File: config.mk
export PLATFORM = sky130hd
export DESIGN_NAME = fir_cell
export DESIGN_NICKNAME = d
export VERILOG_FILES = /design/src/fir_pkg.sv /design/src/fir_cell.sv
export SDC_FILE = /design/constraint.sdc
export NUM_CORES = 1
export LEC_CHECK = 0
export BUFFER_PORTS_ARGS = -buffer_cell sky130_fd_sc_hd__buf_4
export CORE_AREA = 2 2 225 227
export DETAILED_ROUTE_END_ITERATION = 10
export DIE_AREA = 0 0 227 229
export MAX_ROUTING_LAYER = met4
export PLACE_DENSITY = 0.62
export SLEW_MARGIN = 15
export SYNTH_ARGS = -nofsm -noshare
export SYNTH_HDL_FRONTEND = slang
export SYNTH_SLANG_ARGS = --single-unit
File: constraint.sdc
create_clock -name i_clk -period 17.4 [get_ports i_clk]
set_input_delay 0 -clock i_clk [delete_from_list [all_inputs] [get_ports i_clk]]
set_output_delay 0 -clock i_clk [all_outputs]
set_load 0.01 [all_outputs]
File: src/fir_pkg.sv
// Shared widths and types for the FIR filter.
package fir_pkg;

    localparam int SMP_W     = 16;
    localparam int COEF_W    = 16;
    localparam int PROD_W    = SMP_W + COEF_W;
    localparam int ACC_W     = 35;
    localparam int NUM_COEF  = 8;
    localparam int CFG_IDX_W = $clog2(NUM_COEF);

    typedef logic signed [SMP_W-1:0]  t_smp;
    typedef logic signed [COEF_W-1:0] t_coef;
    typedef logic signed [PROD_W-1:0] t_prod;
    typedef logic signed [ACC_W-1:0]  t_acc;

endpackage

File: src/fir_cell.sv
// One multiply-accumulate cell of the FIR chain.
module fir_cell #(
    parameter int WIN_N = 8
) (
    input  logic            i_clk,
    input  logic            i_rst_n,
    input  logic            i_adv,
    input  fir_pkg::t_coef  i_coef,
    input  logic            i_valid,
    input  fir_pkg::t_smp   i_win [WIN_N],
    input  fir_pkg::t_prod  i_prod,
    input  fir_pkg::t_acc   i_sum,
    output logic            o_valid,
    output fir_pkg::t_smp   o_win [WIN_N],
    output fir_pkg::t_prod  o_prod,
    output fir_pkg::t_acc   o_sum
);
    import fir_pkg::*;

    logic  r_valid;
    t_smp  r_win [WIN_N];
    t_prod r_prod;
    t_acc  r_sum;

    always_ff @(posedge i_clk) begin
        if (!i_rst_n) begin
            r_valid <= 1'b0;
        end else if (i_adv) begin
            r_valid <= i_valid;
        end
    end

    // window slides down one place per cell, so entry 1 is always this cell's tap
    always_ff @(posedge i_clk) begin
        if (i_adv) begin
            for (int j = 0; j < WIN_N - 1; j++) begin
                r_win[j] <= i_win[j+1];
            end
            r_win[WIN_N-1] <= '0;
            r_prod <= t_prod'(i_coef) * t_prod'(i_win[1]);
            r_sum  <= i_sum + t_acc'(i_prod);
        end
    end

    assign o_valid = r_valid;
    assign o_win   = r_win;
    assign o_prod  = r_prod;
    assign o_sum   = r_sum;

endmodule

# Word level (Yosys, flattened, before mapping)
# Cells that the tools add are included.
dict set report op_classes {
  add_sub_neg 1
  multipliers 1
}
# operator count
set op_table {}
lappend op_table {{$add 35x32->35} 1}
lappend op_table {{$mul 16x16->32} 1}
dict set report word_totals {
  ff_bits 180
  input_bits 215
  output_inout_bits 196
  elab_cells 12
}

# Depth between registers and ports, before layout
# Gate-level depths: netlist (run 1).
dict set report depth {
  ltp_word 1
  mapped_depth 24
  depth_no_buf 23
}

# Worst setup path after synthesis (run 1)
# Ideal clock, no wire load.
dict set report synth_path {
  kind {input to register}
  start {input port i_coef[15]}
  end {register r_prod[28], in the netlist o_prod[28] (data pin)}
  arrival_time_ps 5237
  slack_ps 11904
  path_stages 22
  path_buffers 1
  cell_sequence {clkbuf_1 -> nand2_1 -> inv_1 -> fa_1 -> inv_1 -> fa_1 -> fa_1 -> inv_1 -> fa_1 -> fa_1 -> inv_1 -> fa_1 -> inv_1 -> ha_1 -> a21o_1 -> a21o_1 -> a2111oi_0 -> o2111ai_1 -> nand2_1 -> o21ai_1 -> a41oi_1 -> xnor2_1}
}
dict set report synth_between {
  elab_chain_len 1
}
# item line
set synth_rtl {}
lappend synth_rtl {{from (decl)} fir_cell.sv:8} ;# input fir_pkg::t_coef i_coef,
lappend synth_rtl {{$mul 16x16->32} fir_cell.sv:40} ;# r_prod <= t_prod'(i_coef) * t_prod'(i_win[1]);
lappend synth_rtl {{to (signal assigned)} fir_cell.sv:40}
lappend synth_rtl {{to (decl)} fir_cell.sv:22} ;# t_prod r_prod;
# No other way between the ends.
# A chain may end at the register's enable or synchronous reset.

# Worst setup path in the final report (run 1)
dict set report layout_path {
  start {input port i_win[111] (netlist name)}
  end {register r_prod[30], in the netlist o_prod[30] (data pin)}
}
dict set report layout_between {
  elab_chain_len 1
}
# item line
set layout_rtl {}
lappend layout_rtl {{from (decl)} fir_cell.sv:10} ;# input fir_pkg::t_smp i_win [WIN_N],
lappend layout_rtl {{$mul 16x16->32} fir_cell.sv:40}
# No other way between the ends.

==> results.cfg, run 1 <==
[synthesis]
syn_inst = 1541
yosys_warnings = 0
synthTopCellsByArea = edfxtp_1 31%, fa_1 31%, ha_1 8.5%
synth_area_um2 = 17100
ys_types = 66
ys_ff_latch = 180
synth.top_cell.area_share_pct = 31.4
postSynth.asyncResetShare_pct = 0
synth.largest_area_cell = edfxtp_1
ys.flop_type = edfxtp_1
synth_edf_count = 179
ys_seq_area_share_pct = 31.5
avgSynthCellArea_um2 = 11.1

[cts]
cts.path.max_buffers = 2
numCtsBuffers = 17
cts_tree = yes
clkTransAtPathRegs_ns = 0.08
htreeDepth = 4
postCtsSetupBuffers = 0
cts_root_buffer = clkbuf_16
cts_num_sinks = 180
clk_latency_ns = 0.49

[detailed_routing]
route.detailed.wl_per_inst_um = 17.6
avgViaCountPerCell = 4.63
first_pass_iters = 5
wl_mm = 48.1
ant_nets = 0
post-route-drc-count = 0
first_iter_violations = 624
vias = 12653

[layout]
fin_cells = 2731
final_area_um2 = 22700
drive_above_1_share_pct = 20.7
syn_to_final_growth_pct = 32.4
fillers = 4611
layout.nets = 2636

[worst_setup_path]
reg2reg_depth = 3
cp_data_arrival_time_ns = 6.68
critPathKind = input pin to register
regToRegSetupSlack_ns = 16.26
r2r_end = o_valid
reg2reg_from = o_valid
required_ns = 17.64
critPathMaxFanout = 12
end_kind = register
critical_path.startpoint_type = input pin

[power_and_ir_drop]
ir_drop_mv = 0.434
cellPowerDensity_nw_per_um2 = 212
total_power_uw = 4800
power.leakage_uw = 0.0106

[sta]
clock_skew_ns = 0
rsz0062_at_grt = no
relSlewSlack_pct = 33.6
tightest_slew_ns = 0.996
fin_crit_sh_pct = 37.0
period_minus_slack_ns = 6.44
tns_ns = 0
setup_viol = 0
max_freq_mhz = 155
whs_ns = 0.0549
slew_violations = 0
finalHoldViolCount = 0

[floorplanning]
io_pins = 411
rows = 82
core_area_um2 = 49700
die_y_um = 229
die_area_um2 = 52000
initial_utilization_pct = 34.5
die_width_um = 227

[worst_hold_path]
hold_depth = 3
min_from = i_prod[17]
min_to = o_sum[17]
hold_class = input pin to register

[place]
place_congestion = 0.903
placed_cell_area_um2 = 20600
port_buffers = 378
dp_hpwl_mm = 36.9
dp.cells = 2554

[grt]
overflow = 0
antenna_found_initial = 4
grt_pass1_wl_mm = 74.4
grt_pass1_vias = 13738
track_usage_pct = 19.5
grt_start_max_net_pins = 116

[status]
status = completed

[run]
max_cap_violations = 0
## worst max path at each step
stage	start	endpoint	depth (start not counted)
6_report	i_win[111]	o_prod[30]	21
5_1_grt	i_win[97]	o_prod[30]	23
4_1_cts	i_win[111]	o_prod[30]	21
3_5_place_dp	i_win[111]	o_prod[30]	20
3_3_place_gp	i_win[111]	o_prod[30]	20
2_1_floorplan	i_coef[15]	o_prod[28]	22
## cells by family after synthesis
logic type               count (synthesis)  synth area share (%)
AND/OR/NAND/NOR                        389                  11.4
adder cells (fa/ha/maj)                379                  39.2
buffers and inverters                  372                  8.52
flip-flops                             180                  31.5
AO/OA/AOI/OAI                          158                  6.16
XOR/XNOR                                60                  3.07
multiplexers                             2                 0.117
other                                    1                0.0219
## critical path: stages
cell	delay [ns]
dlygate4sd3_1	0.54
buf_4	0.17
inv_1	0.37
nor2_1	0.12
fa_1	0.52
fa_1	0.44
fa_1	0.55
fa_1	0.45
fa_1	0.50
inv_1	0.05
fa_1	0.47
inv_1	0.04
ha_1	0.35
a21o_1	0.19
a21o_1	0.18
a2111oi_0	0.54
o2111ai_1	0.38
nand2_1	0.21
o21ai_1	0.15
a41oi_1	0.34
xnor2_1	0.11
## per-stage QoR
step	setup WS (ns)	util [%]
floorplan	11.90	-
global placement	11.12	41.5
CTS	10.98	45.6
global route	10.68	45.6
finish	10.96	45.6
detailed placement	10.98	41.5
## what timing repair did
item | in CTS | in global routing
endpoints found under the hold margin | 129 | 0
hold buffers | 141 | 0
resized for setup | 0 | 0
## per-layer routing
layer	up-vias	track usage (%)	wire length, um
met5	-	-	0
met4	0	6.41	1190
met3	68	3.82	2730
met2	391	34.6	25100
met1	6333	22.0	19100
li1	5861	-	-
## report_power, final
part	switching [uW]	internal, uW
clock	214	200
combinational	2050	1570
sequential	21.7	745
## state kept, by name (all words and copies together), names as in the netlist
name	cells
o_sum	35
o_prod	32
o_valid	1
o_win	112
## area by class of cell
type                       instances  area [um^2]  area share [%]
antenna                            4         10.0          0.0442
clock buffer                      17          425            1.88
clock inverter                    15          211           0.933
inverter                         319         1200            5.28
multi-input combinational       1004        10300            45.5
sequential                       180         5400            23.8
tap                              672          841            3.71
timing repair buffer             520         4260            18.8
## synthesized netlist by cell type (6+ instances only)
| library cell | instances |
|---|---|
| nand4_1 | 7 |
| a21oi_1 | 39 |
| a21o_1 | 20 |
| xor2_1 | 15 |
| nor2b_1 | 7 |
| a31oi_1 | 6 |
| and3_1 | 6 |
| buf_4 | 16 |
| nand2b_1 | 9 |
| o21a_1 | 8 |
| clkbuf_1 | 35 |
| fa_1 | 263 |
| a211oi_1 | 6 |
| nand2_1 | 145 |
| nor2_1 | 58 |
| and2_1 | 125 |
| edfxtp_1 | 179 |
| o21ai_0 | 30 |
| xnor2_1 | 45 |
| nand3_1 | 7 |
| o21bai_1 | 9 |
| inv_1 | 319 |
| ha_1 | 116 |
| nor3_1 | 8 |
## layout by cell type (no fill, tap or decap), drive strengths merged, types with 3 or more instances in the layout
cell,n
diode,4
o31ai,3
inv,327
a21oi,42
buf,378
nand2b,9
nor2,58
o21ai,33
a31oi,6
nand3,8
conb,16
edfxtp,179
fa,263
a21o,21
nand4,8
xor2,15
a211o,4
a41oi,5
nand2,145
ha,116
o21bai,9
clkinv,7
and3,6
o21a,8
nor2b,7
dlygate4sd3,141
nand3b,3
a211oi,6
and2,125
clkbuf,18
xnor2,45
nor3,9
(Power assumes the default switching activity.)
==> run 2: changes to the inputs <==
Clock period 17.4 ns to 5.95 ns, I/O delays scaled along.
==> run 2 against run 1 <==
Register-to-register slack lost 11 ns. Clock-buffer cell count is the same. Setup slack lost 11 ns. Critical path type unchanged.
==> results.cfg, run 2 (synthesis gave the netlist of run 1 again) <==
[sta]
fin_crit_sh_pct = 96.6
setup_viol = 0
rsz0062_at_grt = yes
period_minus_slack_ns = 5.75
setup_ws_ns = 0.201
relSlewSlack_pct = 33.9
whs_ns = 0.0552
max_freq_mhz = 174
tightest_slew_ns = 0.992
slew_violations = 0
clock_skew_ns = 0
finalHoldViolCount = 0

[worst_setup_path]
worst_path_largest_cell_delay_ns = 0.55
critPathKind = input pin to register
reg2reg_depth = 3
cp_data_arrival_time_ns = 5.98
critPathMaxFanout = 17
path_common_cell = fa_1
critical_path.startpoint_type = input pin
required_ns = 6.18
worstPathCellList = dlygate4sd3_1, buf_4, and2_1, fa_1, inv_1, fa_1, fa_1, fa_1, inv_1, fa_1, fa_1, ha_4, a21oi_1, nor2_1, nor3_2, o31ai_4, a221o_2, a21o_1, a21oi_2, xnor2_1
end_kind = register
cp_top_family = adder cells
cp.depth = 20
path_buf_inv = 4
cpMaxStageDelayCell = dlygate4sd3_1

[detailed_routing]
first_pass_iters = 5
avgViaCountPerCell = 4.71
ant_nets = 0
first_iter_violations = 811
wl_mm = 50.0
post-route-drc-count = 0
route.detailed.wl_per_inst_um = 18.2
vias = 12943

[layout]
final_cell_mix = 398 x buf_4, 319 x inv_1, 261 x fa_1
layout.nets = 2650
fin_cells = 2746
syn_to_final_growth_pct = 33.6
drive_above_1_share_pct = 22.3
fillers = 4627
largest_register_ffs = 112
layout_commonest_cell = buf_4

[place]
post-place-ws_ns = 0.00343
dp.cells = 2575
place_congestion = 0.903
dp_hpwl_mm = 39.1
port_buffers = 378

[cts]
cts_root_buffer = clkbuf_16
htreeDepth = 4
numCtsBuffers = 17
cts_tree = yes
cts.path.max_buffers = 2
clk_latency_ns = 0.48
clkTransAtPathRegs_ns = 0.08
cts_num_sinks = 180

[floorplanning]
core_area_um2 = 49700
die_width_um = 227
rows = 82
io_pins = 411
die_y_um = 229
die_area_um2 = 52000
initial_utilization_pct = 34.5

[grt]
antenna_found_initial = 5
overflow = 0
grt_pass1_wl_mm = 76.6
grt_start_max_net_pins = 76
track_usage_pct = 20.2
grt_pass1_vias = 13964

[worst_hold_path]
hold_depth = 3
hold_class = input pin to register

[power_and_ir_drop]
ir_drop_mv = 1.20
cellPowerDensity_nw_per_um2 = 661
power.leakage_uw = 0.0107

[status]
status = completed

[run]
max_cap_violations = 0
-- run 2: worst paths after layout --
kind | slack [ns] | start | end
max | 0.20 | i_win[100] | o_prod[23]
min | 0.06 | i_sum[31] | o_sum[31]
max reg2reg | 4.79 | o_valid | o_valid
min reg2reg | 1.07 | o_valid | o_valid
-- run 2: per-stage QoR --
step                      area, um^2  TNS (ns)  util [%]  total power [uW]
after global routing           22900   -0.0258      46.1             16900
after CTS                      22700         0      45.8             14700
final                          22900         0      46.1             15100
after global placement         20800         0      41.8             13100
after floorplan                17200         0         -             10000
after detailed placement       20800         0      41.8             13400
-- run 2: per-layer routing --
metal | up-vias | GRT usage, % | wire (um) | share of wire (%)
met2 | 483 | 35.3 | 26200 | 52
met5 | - | - | 0 | 0
li1 | 5882 | - | - | -
met4 | 0 | 7.90 | 1620 | 3.2
met3 | 87 | 4.02 | 3220 | 6.4
met1 | 6491 | 22.4 | 19000 | 38
-- run 2: worst min-delay path: stages --
cell and delay (ns):
buf_4 0.09, ha_1 0.20, xnor2_1 0.14
-- run 2: final cells by class --
type / instances / area [um^2] / area share, %
diodes: 5 / 12.5 / 0.0547
repair buffers: 534 / 4360 / 19.0
clock buffers: 17 / 425 / 1.86
multi-input cells: 1004 / 10400 / 45.6
clock inverters: 15 / 223 / 0.973
flip-flops and latches: 180 / 5400 / 23.6
inverters: 319 / 1200 / 5.23
well taps: 672 / 841 / 3.67
-- run 2: repair_timing --
item,CTS,global route
endpoints found under the hold margin,124,0
resized for setup,0,20
setup buffers,0,1
hold buffers,133,0
setup endpoints to repair,0,9
-- run 2: power by group --
part | leakage, uW | switching (uW) | total [uW] | internal [uW]
Sequential | 0.00176 | 70.3 | 2250 | 2180
Combinational | 0.00864 | 6400 | 11700 | 5260
Clock | 0.000310 | 625 | 1210 | 587
Total | 0.0107 | 7100 | 15100 | 8020
==> run 3: changes to the inputs <==
==> constraint.sdc (replaced) <==
create_clock -name i_clk -period 5.95 [get_ports i_clk]
set_input_delay 0.2975 -clock i_clk [delete_from_list [all_inputs] [get_ports i_clk]]
set_output_delay 0.2975 -clock i_clk [all_outputs]
set_load 0.01 [all_outputs]
==> run 3 against run 2 <==
Via count down 0.31%. Register-to-register slack better by 0.57 ns. Sequential cell count unchanged. Critical path depth up 3. Non-clock buffer count up 49. Clock-buffer cell count unchanged. Highest routed layer unchanged. First-iteration DRC count down 28%. Final area up 0.92%. Clock power about the same. Final cell count up 1.7%.
==> results.cfg, run 3 (synthesis gave the netlist of run 1 again) <==
[status]
status = completed

[layout]
final_cell_mix = 480 x buf_4, 319 x inv_1, 263 x fa_1
largest_register_ffs = 112
drive_above_1_share_pct = 25.2
syn_to_final_growth_pct = 34.9
layout_commonest_cell = buf_4
layout.nets = 2699

[worst_setup_path]
end_kind = register
critical_path.startpoint_type = input pin
critPathKind = input pin to register
critPathMaxFanout = 12
reg2reg_depth = 2
r2r_end = o_valid
cp_data_arrival_time_ns = 5.91
reg2reg_from = o_valid
startpoint = i_win[97]
required_ns = 6.20
regToRegSetupSlack_ns = 5.36

[floorplanning]
die_width_um = 227
io_pins = 411
rows = 82
core_area_um2 = 49700
initial_utilization_pct = 34.5
die_y_um = 229
die_area_um2 = 52000

[grt]
track_usage_pct = 19.4
grt_start_max_net_pins = 122
grt_pass1_vias = 13855
overflow = 0
grt_pass1_wl_mm = 74.3
antenna_found_initial = 3

[sta]
tightest_slew_ns = 1.07
max_freq_mhz = 177
relSlewSlack_pct = 28.9
clock_skew_ns = 0
slew_violations = 0
period_minus_slack_ns = 5.66
setup_ws_ns = 0.290
rsz0062_at_grt = no
fin_crit_sh_pct = 95.1
setup_viol = 0
finalHoldViolCount = 0

[run]
max_cap_violations = 0

[detailed_routing]
first_pass_iters = 5
avgViaCountPerCell = 4.62
route.detailed.wl_per_inst_um = 17.3
post-route-drc-count = 0
vias = 12903
wl_mm = 48.4
ant_nets = 0
first_iter_violations = 583

[place]
post-place-ws_ns = -0.267
port_buffers = 378
place_congestion = 0.928
dp_hpwl_mm = 39.6

[cts]
cts_tree = yes
clk_latency_ns = 0.47
cts_root_buffer = clkbuf_16
cts_num_sinks = 180
htreeDepth = 4
cts.path.max_buffers = 2
clkTransAtPathRegs_ns = 0.10
numCtsBuffers = 17

[worst_hold_path]
min_from = i_valid
min_to = o_valid
hold_class = input pin to register
hold_depth = 3

[power_and_ir_drop]
ir_drop_mv = 1.07
total_power_uw = 15800
cellPowerDensity_nw_per_um2 = 683
power.leakage_uw = 0.0110
## run 3: cell count changes in the layout (fill, tap and decap cells not counted), sizes merged
cell | before | now
buf | 400 | 485
inv | 325 | 327
clkinv | 9 | 7
diode | 5 | 2
dlygate4sd3 | 133 | 97
## run 3: how the worst max path moves through the flow
stage / end / slack, ns / cells after the start
finish: o_prod[28] / 0.29 / 23
detailed placement: o_prod[30] / -0.27 / 23
CTS: o_prod[28] / 0.29 / 23
global route: o_prod[28] / 0.02 / 23
floorplan: o_prod[28] / 0.16 / 22
global placement: o_prod[29] / -0.19 / 22
## run 3: layout make-up
cell class              count  area (um^2)
clock inverters            15          215
inverters                 319         1200
fillers                  4625        26600
flip-flops and latches    180         5400
clock buffers              17          425
diodes                      2         5.00
repair buffers            583         4690
well taps                 672          841
multi-input cells        1004        10300
## run 3: report_power, final
group          internal [uW]  switching (uW)  total, uW
sequential              2180            72.0       2250
combinational           6000            6280      12300
clock                    588             654       1240
## run 3: through the flow
stage | TNS, ns | instance area, um^2 | hold slack, ns | cells | utilization (%)
after CTS | 0 | 23100 | 0.0446 | 2790 | 46.5
after global placement | -0.769 | 21500 | 0.476 | 2661 | 43.2
final | 0 | 23100 | 0.0876 | 2792 | 46.5
after detailed placement | -1.79 | 21500 | 0.477 | 2661 | 43.2
after floorplan | 0 | 17200 | 0.396 | 1556 | -
after global routing | 0 | 23100 | 0.0671 | 2792 | 46.5
## run 3: timing repair
| action | in CTS | in global routing |
|---|---|---|
| buffers inserted | 0 | 0 |
| endpoints found under the setup margin | 0 | 2 |
| endpoints found under the hold margin | 97 | 0 |
| hold buffers | 97 | 0 |
| gates resized for setup | 0 | 1 |
## run 3: routing by layer
metal / vias to the layer above / track usage, % / wire length, um
met5: - / - / 0
met4: 0 / 6.43 / 1250
met3: 65 / 3.63 / 3090
met2: 408 / 34.1 / 24600
met1: 6446 / 22.1 / 19400
li1: 5984 / - / -
## run 3: critical path: stages
cell       delay (ns)
buf_4            0.16
nand2_1          0.12
inv_1            0.07
fa_1             0.53
inv_1            0.06
fa_1             0.45
fa_1             0.58
inv_1            0.07
fa_1             0.48
fa_1             0.49
inv_1            0.05
fa_1             0.47
inv_1            0.04
ha_1             0.30
a21o_1           0.17
a21o_1           0.18
a2111oi_1        0.43
o2111ai_1        0.18
buf_4            0.19
nand2_1          0.09
o21ai_1          0.14
a41oi_1          0.26
xnor2_1          0.08
